===== config.mk =====
export PLATFORM = sky130hd
export DESIGN_NAME = case_insensitive_substring_search_unit_flat
export DESIGN_NICKNAME = d
export VERILOG_FILES = /design/src/design/sics_pkg.sv /design/src/design/sics_in_if.sv /design/src/design/sics_out_if.sv /design/src/design/sics_cfg_if.sv /design/src/design/case_insensitive_substring_search_unit.sv /design/src/design/sics_cell.sv /design/src/design/sics_outq.sv /design/src/flat_wrapper.sv
export VERILOG_INCLUDE_DIRS = /design/src /design/src/design
export SDC_FILE = /design/constraint.sdc
export NUM_CORES = 1
export LEC_CHECK = 0
export BUFFER_PORTS_ARGS = -buffer_cell sky130_fd_sc_hd__buf_2
export CAP_MARGIN = 20
export CORE_ASPECT_RATIO = 0.8
export CORE_MARGIN = 3
export CORE_UTILIZATION = 40
export CTS_CLUSTER_DIAMETER = 100
export DETAILED_ROUTE_END_ITERATION = 7
export HOLD_SLACK_MARGIN = 0.03
export PLACE_DENSITY = 0.62
export SYNTH_ARGS = -nofsm -noshare
export SYNTH_HDL_FRONTEND = slang
export SYNTH_SLANG_ARGS = --single-unit

===== constraint.sdc =====
create_clock -name clk -period 9.8 [get_ports clk]
set_input_delay 2.45 -clock clk [delete_from_list [all_inputs] [get_ports clk]]
set_output_delay 2.45 -clock clk [all_outputs]
set_load 0.005 [all_outputs]

===== src/design/assert_macros.svh =====
// Assertion macros shared by the substring search RTL.
// No dependencies; included by files that carry concurrent assertions.
`ifndef ASSERT_MACROS_SVH
`define ASSERT_MACROS_SVH
`ifndef SYNTHESIS
// Property must hold at every clock edge outside reset.
`define SICS_ASSERT_ALWAYS(lbl, clk, rstn, expr) \
  lbl: assert property (@(posedge clk) disable iff (!rstn) (expr)) \
    else $error("assertion failed: invariant");
// Antecedent in one cycle implies consequent in the next.
`define SICS_ASSERT_NEXT(lbl, clk, rstn, ante, cons) \
  lbl: assert property (@(posedge clk) disable iff (!rstn) (ante) |=> (cons)) \
    else $error("assertion failed: next-cycle check");
`else
`define SICS_ASSERT_ALWAYS(lbl, clk, rstn, expr)
`define SICS_ASSERT_NEXT(lbl, clk, rstn, ante, cons)
`endif
`endif


===== src/design/sics_pkg.sv =====
// Types, constants and helpers for the substring search block.
// No dependencies; imported by every module of the block.
`timescale 1ns / 1ps

package sics_pkg;

  // Configuration register indexes
  localparam logic [7:0] CFG_PATTERN_LOW    = 8'd0;
  localparam logic [7:0] CFG_PATTERN_HIGH   = 8'd1;
  localparam logic [7:0] CFG_PATTERN_LENGTH = 8'd2;
  localparam logic [7:0] CFG_MAX_REPORTED   = 8'd3;

  // Result kinds
  localparam logic KIND_POSITION = 1'b0;
  localparam logic KIND_SUMMARY  = 1'b1;

  localparam int MAX_TEXT   = 65536;
  localparam int QDEPTH     = 4;
  localparam int QPW        = $clog2(QDEPTH);
  localparam int QCW        = $clog2(QDEPTH + 1);
  localparam logic [16:0] COUNT_MAX = 17'h1FFFF;

  typedef struct packed {
    logic        kind;
    logic [15:0] pos;
    logic [16:0] count;
    logic        last;
  } res_t;

  // Up to two results per transaction, a before b
  typedef struct packed {
    logic a_en;
    logic b_en;
    res_t a;
    res_t b;
  } push_t;

  function automatic logic [7:0] fold_byte(input logic [7:0] c);
    if (c >= 8'h41 && c <= 8'h5A) begin
      return c + 8'h20;
    end
    return c;
  endfunction

  function automatic logic [63:0] fold_word(input logic [63:0] w);
    logic [63:0] r;
    for (int i = 0; i < 8; i++) begin
      r[i*8 +: 8] = fold_byte(w[i*8 +: 8]);
    end
    return r;
  endfunction

endpackage


===== src/design/sics_in_if.sv =====
// Input channel: text bytes with end-of-text marker.
// No dependencies.
`timescale 1ns / 1ps

interface sics_in_if;
  logic       valid;
  logic       ready;
  logic [7:0] text_byte;
  logic       end_of_text;

  modport source (output valid, text_byte, end_of_text, input ready);
  modport sink   (input valid, text_byte, end_of_text, output ready);
endinterface


===== src/design/sics_out_if.sv =====
// Result channel: match positions and buffer summaries.
// No dependencies.
`timescale 1ns / 1ps

interface sics_out_if;
  logic        valid;
  logic        ready;
  logic        result_kind;
  logic [15:0] match_position;
  logic [16:0] match_count;
  logic        last;

  modport source (output valid, result_kind, match_position, match_count, last,
                  input ready);
  modport sink   (input valid, result_kind, match_position, match_count, last,
                  output ready);
endinterface


===== src/design/sics_cfg_if.sv =====
// Configuration write channel: register index and write data.
// No dependencies.
`timescale 1ns / 1ps

interface sics_cfg_if;
  logic        valid;
  logic        ready;
  logic [7:0]  index;
  logic [63:0] data;

  modport source (output valid, index, data, input ready);
  modport sink   (input valid, index, data, output ready);
endinterface


===== src/design/case_insensitive_substring_search_unit.sv =====
// Top level of the case-insensitive substring search block.
// Depends on sics_pkg, the channel interfaces, sics_cell, sics_outq.
`timescale 1ns / 1ps
`include "assert_macros.svh"

// Channel   Dir  Payload                                            Handshake
// in_chan   in   text_byte[7:0], end_of_text                        valid/ready
// out_chan  out  result_kind, match_position[15:0],
//                match_count[16:0], last                            valid/ready
// cfg_chan  in   index[7:0], data[63:0]                             valid/ready
//
// One text byte per cycle while in_chan is ready. Each result is written into
// the result queue before out_chan shows it. The four-entry result queue sets
// the rate: in_chan is ready while at least two entries are free.
// Reset (rst_n low, synchronous) clears the window, counters and queue;
// no clearing pass. cfg_chan is always ready.
// A stalled out_chan fills the queue and then holds off in_chan.

module case_insensitive_substring_search_unit
  import sics_pkg::*;
#(
  parameter int MAX_PATTERN = 16
)(
  input  logic        clk,
  input  logic        rst_n,
  sics_in_if.sink     in_chan,
  sics_out_if.source  out_chan,
  sics_cfg_if.sink    cfg_chan
);

  // One cell per previous byte the longest pattern needs
  localparam int NCELL = (MAX_PATTERN > 1) ? MAX_PATTERN - 1 : 1;

  // Configuration, pattern kept folded
  logic [127:0] pat_r;
  logic [4:0]   ul_r;        // pattern length in use, 1..MAX_PATTERN
  logic [15:0]  maxrep_r;

  // Per-buffer state
  logic [15:0]  off_r, off_nxt;
  logic [16:0]  found_r, found_nxt, found_hit;
  logic [15:0]  rep_r, rep_nxt;
  logic         stop_r, stop_nxt;

  logic         in_acc, eot, proc, hit, report;
  logic [7:0]   c;
  logic [7:0]   lastp;
  logic [4:0]   cfg_len;

  logic [7:0]       cell_byte [NCELL];
  logic             cell_vld  [NCELL];
  logic [NCELL-1:0] cell_eq;

  push_t          push;
  res_t           head;
  logic [QCW-1:0] q_cnt;
  logic           pop;

  //--------------------------------------------------------------------------
  // Configuration writes
  //--------------------------------------------------------------------------
  assign cfg_chan.ready = 1'b1;

  // zero length means one, anything past the cell row is clamped
  always_comb begin
    cfg_len = cfg_chan.data[4:0];
    if (cfg_len == 5'd0) begin
      cfg_len = 5'd1;
    end else if (cfg_len > 5'(MAX_PATTERN)) begin
      cfg_len = 5'(MAX_PATTERN);
    end
  end

  always_ff @(posedge clk) begin
    if (!rst_n) begin
      pat_r    <= '0;
      ul_r     <= 5'd1;
      maxrep_r <= 16'hFFFF;
    end else if (cfg_chan.valid) begin
      case (cfg_chan.index)
        CFG_PATTERN_LOW:    pat_r[63:0]   <= fold_word(cfg_chan.data);
        CFG_PATTERN_HIGH:   pat_r[127:64] <= fold_word(cfg_chan.data);
        CFG_PATTERN_LENGTH: ul_r          <= cfg_len;
        CFG_MAX_REPORTED:   maxrep_r      <= cfg_chan.data[15:0];
        default: begin
        end
      endcase
    end
  end

  //--------------------------------------------------------------------------
  // Byte intake
  //--------------------------------------------------------------------------
  assign in_chan.ready = (q_cnt <= QCW'(QDEPTH - 2));
  assign in_acc = in_chan.valid && in_chan.ready;
  assign eot    = in_chan.end_of_text;
  assign c      = fold_byte(in_chan.text_byte);
  // zero byte stops the search and never enters the window
  assign proc   = in_acc && !stop_r && (in_chan.text_byte != 8'd0);

  // newest byte is checked against the final pattern byte
  assign lastp = pat_r[{4'(ul_r - 5'd1), 3'b000} +: 8];

  //--------------------------------------------------------------------------
  // Window: cell k holds the byte k+1 places back and checks it against
  // pattern byte ul-2-k. Cells outside the pattern span report agreement.
  //--------------------------------------------------------------------------
  for (genvar k = 0; k < NCELL; k++) begin : g_cell
    logic [7:0] tgt;
    logic       care;
    logic [7:0] bin;
    logic       vin;

    assign tgt  = pat_r[{4'(ul_r - 5'd2 - 5'(k)), 3'b000} +: 8];
    assign care = (5'(k + 2) <= ul_r);

    if (k == 0) begin : g_head
      assign bin = c;
      assign vin = 1'b1;
    end else begin : g_body
      assign bin = cell_byte[k-1];
      assign vin = cell_vld[k-1];
    end

    sics_cell u_cell (
      .clk      (clk),
      .rst_n    (rst_n),
      .clr      (in_acc && eot),
      .shift    (proc),
      .byte_in  (bin),
      .vld_in   (vin),
      .tgt      (tgt),
      .care     (care),
      .byte_out (cell_byte[k]),
      .vld_out  (cell_vld[k]),
      .eq       (cell_eq[k])
    );
  end

  assign hit    = proc && (c == lastp) && (&cell_eq);
  assign report = hit && (rep_r < maxrep_r);

  //--------------------------------------------------------------------------
  // Counters; end of text resets them for the next buffer
  //--------------------------------------------------------------------------
  assign found_hit = (hit && found_r != COUNT_MAX) ? found_r + 17'd1 : found_r;

  always_comb begin
    off_nxt   = off_r;
    found_nxt = found_hit;
    rep_nxt   = report ? rep_r + 16'd1 : rep_r;
    stop_nxt  = stop_r;
    if (proc) begin
      off_nxt = off_r + 16'd1;
    end
    if (in_acc && !stop_r &&
        (in_chan.text_byte == 8'd0 || off_r == 16'(MAX_TEXT - 1))) begin
      stop_nxt = 1'b1;
    end
    if (in_acc && eot) begin
      off_nxt   = '0;
      found_nxt = '0;
      rep_nxt   = '0;
      stop_nxt  = 1'b0;
    end
  end

  always_ff @(posedge clk) begin
    if (!rst_n) begin
      off_r   <= '0;
      found_r <= '0;
      rep_r   <= '0;
      stop_r  <= 1'b0;
    end else begin
      off_r   <= off_nxt;
      found_r <= found_nxt;
      rep_r   <= rep_nxt;
      stop_r  <= stop_nxt;
    end
  end

  //--------------------------------------------------------------------------
  // Results: position first, summary second within one transaction
  //--------------------------------------------------------------------------
  always_comb begin
    push.a_en    = report;
    push.a.kind  = KIND_POSITION;
    push.a.pos   = off_r - 16'(ul_r - 5'd1);
    push.a.count = '0;
    push.a.last  = 1'b0;
    push.b_en    = in_acc && eot;
    push.b.kind  = KIND_SUMMARY;
    push.b.pos   = '0;
    push.b.count = found_hit;
    push.b.last  = 1'b1;
  end

  assign pop = out_chan.valid && out_chan.ready;

  sics_outq u_outq (
    .clk   (clk),
    .rst_n (rst_n),
    .push  (push),
    .pop   (pop),
    .head  (head),
    .cnt   (q_cnt)
  );

  assign out_chan.valid          = (q_cnt != '0);
  assign out_chan.result_kind    = head.kind;
  assign out_chan.match_position = head.pos;
  assign out_chan.match_count    = head.count;
  assign out_chan.last           = head.last;

  //--------------------------------------------------------------------------
  // Checks
  //--------------------------------------------------------------------------
  `SICS_ASSERT_ALWAYS(a_q_bound, clk, rst_n, q_cnt <= QCW'(QDEPTH))
  `SICS_ASSERT_ALWAYS(a_rep_le_found, clk, rst_n, {1'b0, rep_r} <= found_r)
  `SICS_ASSERT_NEXT(a_eot_clears, clk, rst_n, in_acc && eot, off_r == '0 && found_r == '0 && !stop_r)

endmodule


===== src/design/sics_cell.sv =====
// One window cell: holds a folded text byte, passes it on, compares it.
// Depends on sics_pkg.
`timescale 1ns / 1ps

module sics_cell
  import sics_pkg::*;
(
  input  logic       clk,
  input  logic       rst_n,
  input  logic       clr,
  input  logic       shift,
  input  logic [7:0] byte_in,
  input  logic       vld_in,
  input  logic [7:0] tgt,
  input  logic       care,
  output logic [7:0] byte_out,
  output logic       vld_out,
  output logic       eq
);

  logic [7:0] byte_r;
  logic       vld_r;

  always_ff @(posedge clk) begin
    if (!rst_n) begin
      vld_r <= 1'b0;
    end else if (clr) begin
      vld_r <= 1'b0;
    end else if (shift) begin
      vld_r <= vld_in;
    end
  end

  always_ff @(posedge clk) begin
    if (shift) begin
      byte_r <= byte_in;
    end
  end

  assign byte_out = byte_r;
  assign vld_out  = vld_r;
  // cells beyond the pattern span always agree
  assign eq       = !care || (vld_r && (byte_r == tgt));

endmodule


===== src/design/sics_outq.sv =====
// Result queue: takes up to two results per cycle, hands out one.
// Depends on sics_pkg.
`timescale 1ns / 1ps

module sics_outq
  import sics_pkg::*;
(
  input  logic           clk,
  input  logic           rst_n,
  input  push_t          push,
  input  logic           pop,
  output res_t           head,
  output logic [QCW-1:0] cnt
);

  res_t           q_r [QDEPTH];
  logic [QPW-1:0] wp_r, wp_nxt;
  logic [QPW-1:0] rp_r, rp_nxt;
  logic [QCW-1:0] cnt_r, cnt_nxt;

  always_comb begin
    wp_nxt  = wp_r + QPW'(push.a_en) + QPW'(push.b_en);
    rp_nxt  = rp_r + QPW'(pop);
    cnt_nxt = cnt_r + QCW'(push.a_en) + QCW'(push.b_en) - QCW'(pop);
  end

  always_ff @(posedge clk) begin
    if (!rst_n) begin
      wp_r  <= '0;
      rp_r  <= '0;
      cnt_r <= '0;
    end else begin
      wp_r  <= wp_nxt;
      rp_r  <= rp_nxt;
      cnt_r <= cnt_nxt;
    end
  end

  always_ff @(posedge clk) begin
    if (push.a_en) begin
      q_r[wp_r] <= push.a;
    end
    if (push.b_en) begin
      q_r[wp_r + QPW'(push.a_en)] <= push.b;
    end
  end

  assign head = q_r[rp_r];
  assign cnt  = cnt_r;

endmodule

===== src/flat_wrapper.sv =====
// flat-port wrapper written by rule: the top's interface ports become plain ports
module case_insensitive_substring_search_unit_flat import sics_pkg::*;
#(
  parameter int MAX_PATTERN = 16
)
  (clk, rst_n, in_chan_valid, in_chan_text_byte, in_chan_end_of_text, in_chan_ready, out_chan_valid, out_chan_result_kind, out_chan_match_position, out_chan_match_count, out_chan_last, out_chan_ready, cfg_chan_valid, cfg_chan_index, cfg_chan_data, cfg_chan_ready);
  sics_in_if in_chan_i ();
  sics_out_if out_chan_i ();
  sics_cfg_if cfg_chan_i ();
  input  logic clk;
  input  logic rst_n;
  input wire logic [$bits(in_chan_i.valid)-1:0] in_chan_valid;
  input wire logic [$bits(in_chan_i.text_byte)-1:0] in_chan_text_byte;
  input wire logic [$bits(in_chan_i.end_of_text)-1:0] in_chan_end_of_text;
  output wire logic [$bits(in_chan_i.ready)-1:0] in_chan_ready;
  output wire logic [$bits(out_chan_i.valid)-1:0] out_chan_valid;
  output wire logic [$bits(out_chan_i.result_kind)-1:0] out_chan_result_kind;
  output wire logic [$bits(out_chan_i.match_position)-1:0] out_chan_match_position;
  output wire logic [$bits(out_chan_i.match_count)-1:0] out_chan_match_count;
  output wire logic [$bits(out_chan_i.last)-1:0] out_chan_last;
  input wire logic [$bits(out_chan_i.ready)-1:0] out_chan_ready;
  input wire logic [$bits(cfg_chan_i.valid)-1:0] cfg_chan_valid;
  input wire logic [$bits(cfg_chan_i.index)-1:0] cfg_chan_index;
  input wire logic [$bits(cfg_chan_i.data)-1:0] cfg_chan_data;
  output wire logic [$bits(cfg_chan_i.ready)-1:0] cfg_chan_ready;
  assign in_chan_i.valid = in_chan_valid;
  assign in_chan_i.text_byte = in_chan_text_byte;
  assign in_chan_i.end_of_text = in_chan_end_of_text;
  assign in_chan_ready = in_chan_i.ready;
  assign out_chan_valid = out_chan_i.valid;
  assign out_chan_result_kind = out_chan_i.result_kind;
  assign out_chan_match_position = out_chan_i.match_position;
  assign out_chan_match_count = out_chan_i.match_count;
  assign out_chan_last = out_chan_i.last;
  assign out_chan_i.ready = out_chan_ready;
  assign cfg_chan_i.valid = cfg_chan_valid;
  assign cfg_chan_i.index = cfg_chan_index;
  assign cfg_chan_i.data = cfg_chan_data;
  assign cfg_chan_ready = cfg_chan_i.ready;
  case_insensitive_substring_search_unit #(.MAX_PATTERN(MAX_PATTERN)) u_core (.clk(clk), .rst_n(rst_n), .in_chan(in_chan_i), .out_chan(out_chan_i), .cfg_chan(cfg_chan_i));
endmodule

Word level (Yosys, flattened, before mapping)
Memory sizes are Yosys's and may differ from the RTL's. A register that Yosys moved wholly into a read port is not among the register bits.
Index checks and enable logic that the tools add are counted.
{ "totals": {"ramBits": 140, "ff_bits": 341, "wordCells": 320, "input_bits": 86, "memories": 1} }
{ "classes": {"n_lt_le_gt_ge": 36, "n_reduce_logical": 77, "addsub": 36, "eq_ne": 21, "n_shift": 16, "bitwise_logic": 1, "muxes": 91} }
{ "memory_table": {"columns": ["memory", "depth", "width", "rd", "rd_ports_with_merged_regs", "write_ports", "line", "rtl"], "rows": [
  ["u_core.u_outq.q_r", 4, 35, 1, 1, 2, "sics_outq.sv:16", "res_t q_r [QDEPTH];"]
]} }
{ "ops": {"columns": ["cell", "count"], "rows": [
  ["128-bit by 8-bit variable part select with 8-bit output", 16],
  ["8-bit two-way mux", 26],
  ["8-bit == test", 16],
  ["8-bit by 6-bit adder with 8-bit output, second input constant", 9],
  ["8-bit by 7-bit greater-or-equal comparator with 1-bit output, second input constant", 9],
  ["8-bit by 7-bit less-or-equal comparator with 1-bit output, second input constant", 9],
  ["1-bit two-way mux", 61],
  ["4-bit by 5-bit less-or-equal comparator with 1-bit output, first input constant", 8],
  ["1-bit logical AND", 34],
  ["16-bit by 1-bit adder with 16-bit output, second input constant", 2],
  ["4-bit subtractor, second input constant", 7],
  ["3-bit by 5-bit less-or-equal comparator with 1-bit output, first input constant", 4],
  ["17-bit by 1-bit adder with 17-bit output, second input constant", 1],
  ["17-bit two-way mux", 1],
  ["17-bit != test, second input constant", 1],
  ["16-bit == test, second input constant", 1],
  ["8-bit by 2-bit == test with 1-bit output, second input constant", 2],
  ["1-bit zero test", 16],
  ["8-bit zero test", 2],
  ["1-bit logical OR", 16],
  ["16-bit less-than comparator", 1],
  ["16-bit subtractor", 1],
  ["4-bit by 3-bit subtractor with 4-bit output, second input constant", 4],
  ["15-bit AND reduction", 1],
  ["other kinds (19)", 30]
]} }

Logic depth before layout (Yosys ltp)
Gate-level depths: netlist of run 1.
{ "logic_depth": {"ltp_word": 12, "ltp_mapped": 26, "depth_no_buf": 17} }

Hierarchy
A second synthesis of run 1 with hierarchy kept.
{ "hier_totals": {"hier_cells": 2364, "area_unflattened_um2": 28860.2} }
{ "modules_own_cells": {"columns": ["module", "area_per_inst_um2", "n_inst", "seq_area_each_um2", "cells_per_inst"], "rows": [
  ["case_insensitive_substring_search_unit", 16105.4, 1, 3983.8, 1642],
  ["sics_outq", 7124.3, 1, 4344.2, 377],
  ["sics_cell", 375.4, 15, 260.2, 23]
]} }

Least setup slack after synthesis of run 1
Ideal clock, no wire load.
{ "synth_path": {"path_type": "register -> register", "start": "register u_core.ul_r[1]", "end": "memory u_core.u_outq.q_r[0][15] in the netlist's numbering, data pin", "stages_incl_launch_ff": 25, "path_slack_ps": 2171, "period_less_slack_ps": 7629, "arrival_ps": 7480, "required_time_ps": 9651, "setup_ps": 149, "cell_sequence": "dfxtp_1 -> buf_2 -> buf_1 -> clkbuf_1 -> inv_1 -> ha_1 -> buf_2 -> buf_2 -> clkbuf_1 -> mux4_2 -> mux4_2 -> xnor2_1 -> nand2_1 -> o32a_1 -> or2_2 -> nor4_1 -> nand4_1 -> inv_2 -> clkbuf_1 -> ha_1 -> nor3_1 -> clkbuf_1 -> clkbuf_1 -> nand2_1 -> mux2i_1"} }
{ "synth_lines": {"columns": ["element", "line", "rtl"], "rows": [
  ["start: declaration", "case_insensitive_substring_search_unit.sv:36", "logic [4:0] ul_r;"],
  ["start signal: assignment", "case_insensitive_substring_search_unit.sv:83", "CFG_PATTERN_LENGTH: ul_r <= cfg_len;"],
  ["end: declaration", "sics_outq.sv:16", null]
]} }

==> results of run 1 <==
[metal layers]
layer | vias to the layer above | share of wire, % | wire [um] | GRT usage [%]
met4 | 0 | 2.9 | 2720 | 6.62
met1 | 11700 | 42 | 39400 | 34.4
met3 | 167 | 11 | 10300 | 5.82
met5 | - | 0 | 0 | 0
met2 | 1145 | 44 | 41600 | 35.8
li1 | 10300 | - | - | -
[power by group]
| group | internal (uW) | switching (uW) | leakage, uW |
|---|---|---|---|
| Combinational | 275 | 489 | 0.00660 |
| Sequential | 2300 | 177 | 0.00410 |
| Clock | 1110 | 829 | 0.000813 |
| Total | 3690 | 1490 | 0.0115 |
[state kept, by name (all words and copies together) (netlist names)]
name / flops
u_core.u_outq.q_r: 136
u_core.pat_r: 128
u_core.g_cell.u_cell.byte_out: 120
u_core.found_r: 17
u_core.maxrep_r: 16
u_core.off_r: 16
u_core.rep_r: 16
u_core.g_cell.u_cell.vld_out: 15
u_core.ul_r: 5
u_core.u_outq.cnt: 3
u_core.u_outq.rp_r: 2
u_core.u_outq.wp_r: 2
u_core.stop_r: 1
[cells in the final DEF, fill, tap and decap left out, types with 14 or more instances in the layout]
| cell type | count |
|---|---|
| buf_2 | 121 |
| edfxtp_1 | 188 |
| nand2_1 | 397 |
| and2_1 | 36 |
| nor4_1 | 17 |
| ha_1 | 59 |
| xnor2_1 | 121 |
| nor3_1 | 18 |
| inv_1 | 47 |
| dfxtp_1 | 283 |
| o31ai_1 | 74 |
| o21ai_0 | 57 |
| a21oi_1 | 129 |
| nor2_1 | 90 |
| or2_2 | 25 |
| a21boi_0 | 94 |
| o211ai_1 | 23 |
| clkbuf_16 | 53 |
| or3_1 | 15 |
| mux2i_1 | 191 |
| xor2_1 | 67 |
| clkbuf_1 | 14 |
| nand3_1 | 38 |
| mux2_2 | 23 |
| nand4_1 | 84 |
| a21o_1 | 18 |
| buf_4 | 47 |
| mux4_2 | 226 |
| o211a_1 | 20 |
| nand2b_1 | 44 |
[critical path: stages, from the launching register on]
cell	delay (ps)
dfxtp_4	810
inv_1	360
ha_1	440
nor2_1	860
mux4_2	500
xnor2_1	190
a2111oi_0	650
a22oi_1	200
o31ai_1	550
o211ai_1	250
a22oi_1	280
nand4_1	130
buf_4	380
inv_2	140
ha_1	200
xnor2_1	290
nand3_1	610
nand2_1	840
[layout make-up]
cell class / count / area [um2]
clock buffer: 76 / 1500
clock inverter: 15 / 150
fill: 6692 / 39900
inverter: 53 / 201
multi-input combinational: 2001 / 17000
sequential: 477 / 11400
tap: 945 / 1180
timing repair buffer: 169 / 978
[stage by stage]
stage	utilization, %	instance area, um2	hold slack [ps]	instances
3_3_place_gp	42.6	30800	434	3644
2_1_floorplan	-	29400	421	2727
5_1_grt	44.9	32500	466	3736
6_report	44.9	32500	446	3736
3_5_place_dp	42.6	30800	433	3644
4_1_cts	44.8	32500	447	3735
[kinds of logic after synthesis]
kind of cell	synth area share, %
buffers and inverters	3.35
AO/OA/AOI/OAI	10.9
flip-flops	38.9
AND/OR/NAND/NOR	13.4
XOR/XNOR	5.95
multiplexers	24.7
adder cells (fa/ha/maj)	2.80
other	0.0128
[final timing paths]
kind | start | endpoint | slack [ps]
hold / removal | u_core.u_outq.q_r[1][0] | u_core.u_outq.q_r[1][0] | 450
setup / recovery | u_core.ul_r[1] | u_core.u_outq.q_r[1][7] | 1720
hold reg to reg | u_core.u_outq.q_r[1][0] | u_core.u_outq.q_r[1][0] | 450
setup reg to reg | u_core.ul_r[1] | u_core.u_outq.q_r[1][7] | 1720
==> metrics, run 1 <==
overall routed net length 94000 um; hpwl dp 70000 um; Async SR Flop Fraction 0%; # DRC 0; post-synthesis cell count 2727; max_slew headroom 28.4%; setup bufs post-CTS 0; pwr dens 160 nW/um2; period utilisation layout 82.5%; endpoints failing setup 0; quantity of I/O buffers inserted on ports 122; final hold viol count 0; full die area 76800 um2; synth top area cells dfxtp_1, edfxtp_1, mux4_2, mux2i_1, nand2_1; Synth top area share 19.7%; post-cts gate resize count 0; post-synthesis sequential area ratio 38.9%; largest net degree at the start of global routing 120; Pre-antenna DRT Iters 6; Yosys reg bits 477; Yosys warnings 0; Hold Crit Class reg -> reg; Worst Hold Path Cells 1; drt wl/cell 25.2 um; share of cells above drive strength 1 19.9%; global-route wire length before repair 140000 um; CTS tree yes; Place WS 1850 ps; initial core utilization 40.6%; routed vias 23300; Clock Latency Late Sink 610 ps; Mapped Area 29400 um2; aggregate global-route resource usage 23.9%; commonest cells in the netlist nand2_1, dfxtp_1, mux4_2, mux2i_1, edfxtp_1; worst vdd ir 117 uV; predominant post-synthesis flop cell dfxtp_1; core area 72400 um2; syn_nets 2877; Setup CP Type reg -> reg; Period minus WS final 8080 ps; chip width 309 um; CP endpoint kind flip-flop; CTS buffer count 51; initial antenna violation count 1; CTS Hold Buffers Added 0; Max Clock Freq 0.124 GHz; status finished clean; Placer Congestion 1.01; setup TNS 0 ps; vias in the first global route 21700; clock buffer depth 3; max_cap viols 0; Post-synth EDFFs 188; worst-margin pin slew 1070 ps; Synth area leader dfxtp_1; P_leak 0.0115 uW; clock root cell clkbuf_16; CP Launch Type flip-flop; CTS sink count 477; reg2reg path depth 17; num rows 88; I/O pin count 124; most frequent cell after synthesis nand2_1; Clock Skew 16.2 ps; Reg clk slew, reported paths 60 ps; P&R area growth vs syn 10.6%; total power 5190 uW; final setup margin 1720 ps; fin. max-slew vios 0; Post-Syn Area per Cell 10.8 um2; Crit path arrival time 8310 ps; Netlist cell types 73; via-per-instance ratio 6.23; die height 248 um; ANT cells 0; initial drt markers 2559; RSZ-0062 raised after global routing false; fin nets 2903; global route overflow 0; Required @ worst endpoint 10030 ps; Routed Antenna Nets 0; H-tree Lvls 2; critical path peak fanout 76
Note: power is estimated with default switching activity, not from simulation.
==> run 2, diff against run 1 <==
--- a/config.mk
+++ b/config.mk
@@ -14,7 +14,7 @@
 export CTS_CLUSTER_DIAMETER = 100
 export DETAILED_ROUTE_END_ITERATION = 7
 export HOLD_SLACK_MARGIN = 0.03
-export PLACE_DENSITY = 0.62
+export PLACE_DENSITY = 0.64
 export SYNTH_ARGS = -nofsm -noshare
 export SYNTH_HDL_FRONTEND = slang
 export SYNTH_SLANG_ARGS = --single-unit
==> constraint.sdc (replaced) <==
create_clock -name clk -period 7.3 [get_ports clk]
set_input_delay 1.825 -clock clk [delete_from_list [all_inputs] [get_ports clk]]
set_output_delay 1.825 -clock clk [all_outputs]
set_load 0.005 [all_outputs]
==> metrics, run 2 (synthesis results as in run 1) <==
Period minus WS final 6560 ps (-1520 ps); final hold viol count 0 (unchanged); Area after DPL 30900 um2 (+0.34%); CP endpoint kind flip-flop; fin nets 2910 (+0.24%); clock buffer depth 3 (unchanged); overall routed net length 94800 um (+0.91%); Placer Congestion 1.03 (+2.5%); full die area 76800 um2 (unchanged); CTS buffer count 51 (unchanged); quantity of I/O buffers inserted on ports 122 (unchanged); CTS Hold Buffers Added 0 (unchanged); initial drt markers 2872 (+12%); aggregate global-route resource usage 24.3% (+0.42 points); Worst Hold Path Cells 0 (-1); post-cts gate resize count 0 (unchanged); chip width 309 um (unchanged); Clock Skew 68.3 ps (+52.1 ps); Hold Crit Class reg -> reg; Routed Antenna Nets 0 (unchanged); Setup CP Type reg -> reg; P&R area growth vs syn 11.3%; reg2reg path depth 17 (unchanged); clock root cell clkbuf_16; CTS sink count 477 (unchanged); final instance area 32700 um2 (+0.66%); Largest register FFs 136 (unchanged); Clock Latency Late Sink 650 ps (+40 ps); largest register by flop count u_core.u_outq.q_r; H-tree Lvls 2 (unchanged); Max Clock Freq 0.152 GHz (+23%); commonest non-fill, non-tap cell in the layout nand2_1; CP Launch Type flip-flop; drt wl/cell 25.3 um (+0.56%); core area 72400 um2 (unchanged); P_leak 0.0116 uW (+0.77%); worst vdd ir 181 uV (+56%); critical path peak fanout 54 (-29%); routed vias 23200 (-0.31%); fin. max-slew vios 0 (unchanged); largest net degree at the start of global routing 109 (-9.2%); vias in the first global route 22100 (+1.8%); hpwl dp 71000 um (+1.4%); endpoints failing setup 0 (unchanged); initial antenna violation count 2 (+1); Required @ worst endpoint 7620 ps (-2410 ps); die height 248 um (unchanged); # DRC 0 (unchanged); global-route wire length before repair 142000 um (+1.3%); RSZ-0062 raised after global routing false; pwr dens 216 nW/um2 (+35%); period utilisation layout 89.9% (+7.4 points); setup TNS 0 ps (unchanged); num rows 88 (unchanged); max_slew headroom 21.7% (-6.7 points); Pre-antenna DRT Iters 6 (unchanged); max_cap viols 0 (unchanged); Crit path arrival time 6890 ps (-1420 ps); setup bufs post-CTS 0 (unchanged); CTS tree yes; global route overflow 0 (unchanged); initial core utilization 40.6% (unchanged); share of cells above drive strength 1 20.3% (+0.41 points); most frequent cells in the layout nand2_1, dfxtp_1, mux4_2, mux2i_1, edfxtp_1; via-per-instance ratio 6.19 (-0.65%); Reg clk slew, reported paths 70 ps (about the same); status finished clean; worst-margin pin slew 1170 ps (+101 ps); I/O pin count 124 (unchanged)
run 2: cell count changes in the layout (fill, tap and decap cells not counted), moves of 2 or more:
cell | previous run | this run
clkbuf_1 | 14 | 7
buf_4 | 47 | 52
clkinv_1 | 2 | 7
clkinv_16 | 0 | 3
clkbuf_8 | 9 | 11
nor3_2 | 3 | 1
nor3_4 | 0 | 2
run 2: metal layers:
metal	routed length (um)	global-route usage, %
met1	40200	35.2
met2	40900	35.5
met3	11500	7.27
met4	2210	5.93
met5	0	0
run 2: through the flow:
stage	setup slack (ps)	util, %	hold slack (ps)	total power, uW	cells
floorplan	66.5	-	421	3940	2727
global route	190	45.2	477	7300	3749
CTS	778	45.2	432	7090	3748
detailed placement	747	42.7	440	4390	3652
global placement	847	42.7	431	4370	3651
finish	736	45.2	443	7070	3749
run 2: layout make-up:
class	count	area, um2
Fill cell	6618	39700
Multi-Input combinational cell	2001	17100
Sequential cell	477	11400
Clock buffer	70	1480
Tap cell	945	1180
Timing Repair Buffer	176	1050
Clock inverter	26	300
Inverter	53	201
Antenna cell	1	2.50
run 2: worst max-delay path, cell delays in order (launching register included):
cell and delay (ps):
dfxtp_4 650, clkinv_1 250, ha_4 910, buf_4 330, mux4_2 560, mux4_2 500, xnor2_1 200, nand4_1 190
o31ai_1 350, nand2_1 100, nor4_1 430, nand4_1 270, inv_2 130, ha_1 190, xnor2_1 310, nand2_1 380
nand2_1 160, buf_4 290
run 2: path summary, 6_finish.rpt:
check / from / endpoint / slack, ps
worst max-delay path: u_core.ul_r[0] / u_core.u_outq.q_r[0][8] / 740
worst min-delay path: u_core.g_cell[3].u_cell.byte_out[6] / u_core.g_cell[4].u_cell.byte_out[6] / 440
worst max register to register: u_core.ul_r[0] / u_core.u_outq.q_r[0][8] / 740
worst min register to register: u_core.g_cell[3].u_cell.byte_out[6] / u_core.g_cell[4].u_cell.byte_out[6] / 440
run 2: report_power, final:
part | total (uW) | internal, uW | switching [uW] | leakage (uW)
combinational | 987 | 374 | 613 | 0.00664
sequential | 3370 | 3090 | 280 | 0.00410
clock | 2710 | 1550 | 1160 | 0.000862
total | 7070 | 5010 | 2060 | 0.0116
